## config.mk

```make
export PLATFORM = sky130hd
export DESIGN_NAME = ngga_parser
export DESIGN_NICKNAME = d
export VERILOG_FILES = /design/src/design/ngga_pkg.sv /design/src/design/ngga_parser.sv
export SDC_FILE = /design/constraint.sdc
export NUM_CORES = 1
export LEC_CHECK = 0
export ABC_AREA = 1
export BUFFER_PORTS_ARGS = -buffer_cell sky130_fd_sc_hd__buf_2
export CAP_MARGIN = 20
export CELL_PAD_IN_SITES_DETAIL_PLACEMENT = 1
export CELL_PAD_IN_SITES_GLOBAL_PLACEMENT = 2
export CORE_ASPECT_RATIO = 1.4
export CORE_UTILIZATION = 32
export DETAILED_ROUTE_END_ITERATION = 8
export HOLD_SLACK_MARGIN = 0.06
export PLACE_DENSITY = 0.89
export REMOVE_ABC_BUFFERS = 1
export SLEW_MARGIN = 40
export SYNTH_ARGS = -nofsm -noshare
export SYNTH_HDL_FRONTEND = slang
export SYNTH_SLANG_ARGS = --single-unit
```

## constraint.sdc

```tcl
create_clock -name clk -period 4.07 [get_ports clk]
set_clock_uncertainty 0.15 [all_clocks]
set_input_delay 0.814 -clock clk [delete_from_list [all_inputs] [get_ports clk]]
set_output_delay 0.814 -clock clk [all_outputs]
set_load 0.03 [all_outputs]
```

## src/design/ngga_pkg.sv

```systemverilog
// ngga_pkg: shared types and character codes of the GGA position parser
// used by the parser, the conversion pipeline, the top level and the checker
// no dependencies

package ngga_pkg;

  // ascii codes the parser reacts to
  localparam logic [7:0] CH_DOLLAR = 8'h24;
  localparam logic [7:0] CH_COMMA  = 8'h2C;
  localparam logic [7:0] CH_POINT  = 8'h2E;
  localparam logic [7:0] CH_ZERO   = 8'h30;
  localparam logic [7:0] CH_ONE    = 8'h31;
  localparam logic [7:0] CH_TWO    = 8'h32;
  localparam logic [7:0] CH_SIX    = 8'h36;
  localparam logic [7:0] CH_NINE   = 8'h39;
  localparam logic [7:0] CH_A      = 8'h41;
  localparam logic [7:0] CH_E      = 8'h45;
  localparam logic [7:0] CH_G      = 8'h47;
  localparam logic [7:0] CH_W      = 8'h57;

  // digit limits of the number fields
  localparam logic [2:0] LAT_INT_DIGITS = 3'd4;
  localparam logic [2:0] LON_INT_DIGITS = 3'd5;
  localparam logic [2:0] FRAC_DIGITS    = 3'd5;

  // upper bound on the billionths value a result can carry
  localparam logic [30:0] BILL_MAX = 31'd1666666650;

  // position in raw form: integer part, fraction scaled to five digits, hemisphere
  typedef struct packed {
    logic [13:0] lat_ipart;
    logic [16:0] lat_f5;
    logic [7:0]  lat_hemi;
    logic [16:0] lon_ipart;
    logic [16:0] lon_f5;
    logic [7:0]  lon_hemi;
  } pos_raw_t;

  // one fix event handed from the parser to the conversion pipeline
  typedef struct packed {
    logic       fix_valid;
    logic [7:0] fix_quality;
    pos_raw_t   pos;
  } raw_fix_t;

  // one finished result beat
  typedef struct packed {
    logic        fix_valid;
    logic [7:0]  fix_quality;
    logic [6:0]  lat_degrees;
    logic [30:0] lat_billionths;
    logic [7:0]  lat_hemisphere;
    logic [9:0]  lon_degrees;
    logic [30:0] lon_billionths;
    logic [7:0]  lon_hemisphere;
  } result_t;

endpackage

```

## src/design/ngga_parser.sv

```systemverilog
// ngga_parser: character state machine of the GGA sentence parser
// keeps the working and held positions in raw form and flags fix events
// depends on ngga_pkg

module ngga_parser (
  input  logic              clk,
  input  logic              rst_n,
  input  logic              accept,
  input  logic [7:0]        ch,
  output logic              fire,
  output ngga_pkg::raw_fix_t fix
);

  typedef enum logic [2:0] {
    PH_HUNT,
    PH_HEAD,
    PH_TIME,
    PH_LAT,
    PH_NS,
    PH_LON,
    PH_EW,
    PH_FIX
  } phase_t;

  phase_t             phase_r, phase_nxt;
  logic [1:0]         tag_r, tag_nxt;
  logic [16:0]        iacc_r, iacc_nxt;
  logic [16:0]        facc_r, facc_nxt;
  logic [2:0]         fcnt_r, fcnt_nxt;
  logic [2:0]         icnt_r, icnt_nxt;
  logic               point_r, point_nxt;
  logic [7:0]         prev_r, prev_nxt;
  ngga_pkg::pos_raw_t work_r, work_nxt;
  ngga_pkg::pos_raw_t held_r, held_nxt;

  logic               is_digit;
  logic [3:0]         digit;
  logic [2:0]         int_max;
  logic [16:0]        f5;
  logic               quality_ok;
  logic               fix_ok;

  // fraction scaled up to exactly five digits; the accumulator has at most cnt digits
  function automatic logic [16:0] scale_frac(input logic [16:0] f, input logic [2:0] cnt);
    logic [16:0] r;
    unique case (cnt)
      3'd0:    r = '0;
      3'd1:    r = 17'(f * 17'd10000);
      3'd2:    r = 17'(f * 17'd1000);
      3'd3:    r = 17'(f * 17'd100);
      3'd4:    r = 17'(f * 17'd10);
      default: r = f;
    endcase
    return r;
  endfunction

  // character classes
  assign is_digit   = (ch >= ngga_pkg::CH_ZERO) && (ch <= ngga_pkg::CH_NINE);
  assign digit      = 4'(ch - ngga_pkg::CH_ZERO);
  assign int_max    = (phase_r == PH_LAT) ? ngga_pkg::LAT_INT_DIGITS
                                          : ngga_pkg::LON_INT_DIGITS;
  assign f5         = scale_frac(facc_r, fcnt_r);
  assign quality_ok = (ch == ngga_pkg::CH_ONE) || (ch == ngga_pkg::CH_TWO) ||
                      (ch == ngga_pkg::CH_SIX);
  assign fix_ok     = quality_ok && point_r;

  // next state of the parser for one accepted beat
  always_comb begin
    phase_nxt = phase_r;
    tag_nxt   = tag_r;
    iacc_nxt  = iacc_r;
    facc_nxt  = facc_r;
    fcnt_nxt  = fcnt_r;
    icnt_nxt  = icnt_r;
    point_nxt = point_r;
    prev_nxt  = prev_r;
    work_nxt  = work_r;
    held_nxt  = held_r;
    fire      = 1'b0;
    if (accept) begin
      prev_nxt = ch;
      if (ch == ngga_pkg::CH_DOLLAR) begin
        // restart the hunt from any phase
        phase_nxt = PH_HUNT;
        tag_nxt   = '0;
        iacc_nxt  = '0;
        facc_nxt  = '0;
        fcnt_nxt  = '0;
        icnt_nxt  = '0;
        point_nxt = 1'b0;
      end else begin
        unique case (phase_r)
          PH_HUNT: begin
            if (ch == ngga_pkg::CH_G) begin
              tag_nxt = (tag_r != 2'd0) ? 2'd2 : 2'd1;
            end else if (ch == ngga_pkg::CH_A && tag_r == 2'd2) begin
              tag_nxt   = '0;
              phase_nxt = PH_HEAD;
            end else begin
              tag_nxt = '0;
            end
          end
          PH_HEAD: begin
            if (ch == ngga_pkg::CH_COMMA) phase_nxt = PH_TIME;
          end
          PH_TIME: begin
            if (ch == ngga_pkg::CH_COMMA) begin
              iacc_nxt  = '0;
              facc_nxt  = '0;
              fcnt_nxt  = '0;
              icnt_nxt  = '0;
              point_nxt = 1'b0;
              phase_nxt = PH_LAT;
            end
          end
          PH_LAT, PH_LON: begin
            if (ch == ngga_pkg::CH_COMMA) begin
              if (phase_r == PH_LAT) begin
                work_nxt.lat_ipart = iacc_r[13:0];
                work_nxt.lat_f5    = f5;
                phase_nxt          = PH_NS;
              end else begin
                work_nxt.lon_ipart = iacc_r;
                work_nxt.lon_f5    = f5;
                phase_nxt          = PH_EW;
              end
              iacc_nxt  = '0;
              facc_nxt  = '0;
              fcnt_nxt  = '0;
              icnt_nxt  = '0;
              point_nxt = 1'b0;
            end else if (ch == ngga_pkg::CH_POINT) begin
              point_nxt = 1'b1;
            end else if (is_digit) begin
              if (!point_r) begin
                if (icnt_r < int_max) begin
                  iacc_nxt = 17'(iacc_r * 17'd10 + 17'(digit));
                  icnt_nxt = icnt_r + 3'd1;
                end
              end else if (fcnt_r < ngga_pkg::FRAC_DIGITS) begin
                facc_nxt = 17'(facc_r * 17'd10 + 17'(digit));
                fcnt_nxt = fcnt_r + 3'd1;
              end
            end
          end
          PH_NS: begin
            if (prev_r == ngga_pkg::CH_COMMA) work_nxt.lat_hemi = ch;
            if (ch == ngga_pkg::CH_COMMA) begin
              iacc_nxt  = '0;
              facc_nxt  = '0;
              fcnt_nxt  = '0;
              icnt_nxt  = '0;
              point_nxt = 1'b0;
              phase_nxt = PH_LON;
            end
          end
          PH_EW: begin
            if (prev_r == ngga_pkg::CH_COMMA) work_nxt.lon_hemi = ch;
            // point flag is reused to remember the e/w check
            if (ch == ngga_pkg::CH_COMMA) begin
              point_nxt = (prev_r == ngga_pkg::CH_E) || (prev_r == ngga_pkg::CH_W);
              phase_nxt = PH_FIX;
            end
          end
          PH_FIX: begin
            if (fix_ok) held_nxt = work_r;
            fire      = 1'b1;
            iacc_nxt  = '0;
            facc_nxt  = '0;
            fcnt_nxt  = '0;
            icnt_nxt  = '0;
            point_nxt = 1'b0;
            tag_nxt   = '0;
            phase_nxt = PH_HUNT;
          end
        endcase
      end
    end
  end

  // fix event payload: the held position as it stands after this beat
  always_comb begin
    fix.fix_valid   = fix_ok;
    fix.fix_quality = ch;
    fix.pos         = held_nxt;
  end

  // state registers
  always_ff @(posedge clk) begin
    if (!rst_n) begin
      phase_r <= PH_HUNT;
      tag_r   <= '0;
      iacc_r  <= '0;
      facc_r  <= '0;
      fcnt_r  <= '0;
      icnt_r  <= '0;
      point_r <= 1'b0;
      prev_r  <= '0;
      work_r  <= '0;
      held_r  <= '0;
    end else begin
      phase_r <= phase_nxt;
      tag_r   <= tag_nxt;
      iacc_r  <= iacc_nxt;
      facc_r  <= facc_nxt;
      fcnt_r  <= fcnt_nxt;
      icnt_r  <= icnt_nxt;
      point_r <= point_nxt;
      prev_r  <= prev_nxt;
      work_r  <= work_nxt;
      held_r  <= held_nxt;
    end
  end

endmodule

```

==> qor.txt <==
Syn Std Cell Area - 0.0150 mm²
Synth Register Bits - 216
Period Utilization, post-route - 104%
fin. max-slew vios - 0
clock-pin slew on the worst setup and hold paths - 0.06 ns
critical path peak fanout - 4
clk_lat worst skew - 0.56 ns
Chip Height - 258 µm
Post-synth EDFFs - 0
Worst EP required - 4.37 ns
yosys warns - 0
Layout area overhead - 19.1%
status - finished with violations
core area - 0.0461 mm²
Final WS setup - -0.180 ns
top cells by area, synth - dfxtp_1 29%, ha_1 11%, inv_1 11%
Yosys top cell by area - dfxtp_1
crit path DAT - 4.55 ns
proportion of layout cells with a drive suffix above 1 - 14.9%
placed cell area - 0.0166 mm²
met3 Usage GRT - 1.62%
row count - 93
Lkg Pwr - 9.17 nW
cell area after layout - 0.0178 mm²
DRC violations left - 0
Most used DFF post-synth - dfxtp_1
DRT iter0 DRCs - 526
final setup violation count - 12
routed len/inst - 17.0 µm
Final HPWL DP - 39800 µm
TNS Setup - -1.66 ns
register area share after synthesis - 28.9%
Die Width - 185 µm
clock buffer depth - 3
Worst R2R Start - facc_r[1]$_SDFFE_PN0P_
Final min period - 4.25 ns
Clock Tree Root - clkbuf_16
Worst Tran Pin Value - 0.803 ns
CTS tree - done
CP startpoint - facc_r[1]$_SDFFE_PN0P_
critical path class - flip-flop to flip-flop
cell count after synthesis - 2161
number of clock sinks - 216
CTS HTree Levels - 1
port bufs - 101
most common cell after layout, fill and taps aside - inv_1
critical path startpoint category - flip-flop
global-route met2 utilization - 43.1%
post-detailed-route count of antenna-violating nets - 0
first-pass GRT wire length - 79500 µm
most frequent cells in the layout - 435 x inv_1, 390 x nand2_1, 208 x dfxtp_1
pin count of the biggest net entering global routing - 60
Async S/R FF share, synth - 0%
initial core utilization - 32.5%
io pins - 102
Final Util - 38.7%
power per cell area - 364 mW/mm²
hold_sp - work_r[14]$_SDFFE_PN0P_
critical path capture point type - flip-flop
GRT Total Usage - 21.1%
GRT Residual Overflow - 0
die area - 0.0477 mm²
initial antenna violation count - 0
Inst Count DP - 2901
total power - 6.49 mW
met1 Use GR - 21.1%
post-synth top area share - 28.9%
Post-Syn Area per Cell - 6.93 µm²
RSZ-0062 raised after global routing - yes
vias per cell - 4.91
final hold viol count - 0
final WL - 50200 µm
final net count - 2516
grt peak-use layer - met2
DRT Pass-1 Iters - 4
Netlist cell types - 48
total CTS buffers - 25
vias in the first global route - 15600
violated checks - setup timing
Placer Congestion - 0.911
number of max-cap violations - 0
Vias - 14500
antenna cells - 0
peak supply drop - 0.230 mV
Peak Freq - 235 MHz
Hold Buf Count CTS - 0
Finished Layout Cells - 2953
Slew headroom - 45.1%
Hold Path Class - flip-flop to flip-flop
[kinds of logic (layout without fill, tap and decap cells)]
group / Yosys count / count (layout) / share of synthesized area, %
fa+ha+maj: 187 / 187 / 18.2
simple gates: 780 / 780 / 21.8
flops: 216 / 216 / 28.9
buf+inv: 536 / 711 / 14.4
mux: 1 / 1 / 0.0752
compound gates: 415 / 415 / 15.2
xor+xnor: 26 / 26 / 1.52
[synth_stat cells, drive strengths merged (3+ instances only)]
cell type  number
a2111oi         3
a211oi         38
a21oi         150
a31oi           7
buf            40
clkbuf         34
dfxtp         216
fa             51
ha            136
inv           460
nand2         402
nand3         107
nand3b          6
nand4          24
nor2          213
nor3           12
o211ai          7
o21ai         188
o21bai          8
o22ai           4
or2            11
xnor2          14
xor2           12
[through the flow]
| stage | hold slack [ns] | setup slack (ns) |
|---|---|---|
| global route | 0.340 | -0.358 |
| CTS | 0.309 | -0.133 |
| detailed placement | 0.306 | -0.417 |
| global placement | 0.300 | -0.276 |
| finish | 0.307 | -0.180 |
| floorplan | 0.277 | -2.37 |
[final timing paths]
path | end | slack, ns | depth (start not counted)
worst max-delay path | work_r[20]$_SDFFE_PN0P_ | -0.18 | 16
worst min-delay path | work_r[14]$_SDFFE_PN0P_ | 0.31 | 2
worst max register to register | work_r[20]$_SDFFE_PN0P_ | -0.18 | 16
worst min register to register | work_r[14]$_SDFFE_PN0P_ | 0.31 | 2
[sequential cells by signal, indices dropped and copies added (netlist names)]
signal	count
held_r	81
work_r	81
facc_r	17
iacc_r	17
prev_r	8
fcnt_r	3
icnt_r	3
phase_r	3
tag_r	2
point_r	1
[power by group]
group | internal, mW | switching [mW]
registers | 2.17 | 0.0824
logic | 0.789 | 1.20
clock network | 1.26 | 0.990
[critical path, stage by stage (launching register included)]
cell and delay (ns):
dfxtp_4 0.36, fa_1 0.56, inv_1 0.06, fa_1 0.47
fa_1 0.52, fa_1 0.57, inv_2 0.05, ha_4 0.23
a21oi_1 0.19, o21ai_1 0.16, a21oi_1 0.17, xor2_1 0.17
o21bai_1 0.09, nor2_1 0.16, o211ai_1 0.11, nand2_1 0.08
inv_1 0.04
[repair_timing]
action | 4_1_cts | 5_1_grt
pin swaps | 34 | 33
gates resized for setup | 71 | 31
setup endpoints to repair | 16 | 16
buffers inserted | 3 | 4
[layer usage]
metal / vias up / part of all wire [%] / wire [µm]
li1: 7142 / - / -
met1: 7045 / 37 / 18700
met2: 203 / 56 / 28100
met3: 113 / 2.5 / 1250
met4: 0 / 4.4 / 2180
met5: - / 0 / 0
[final cells by class]
| type | instances | area (µm²) |
|---|---|---|
| Inverter | 462 | 1740 |
| Sequential cell | 216 | 4350 |
| Fill cell | 5859 | 28200 |
| Timing Repair Buffer | 204 | 1360 |
| Tap cell | 617 | 772 |
| Multi-Input combinational cell | 1409 | 8810 |
| Clock buffer | 31 | 668 |
| Clock inverter | 14 | 144 |
Note: power is estimated with default switching activity, not from simulation.
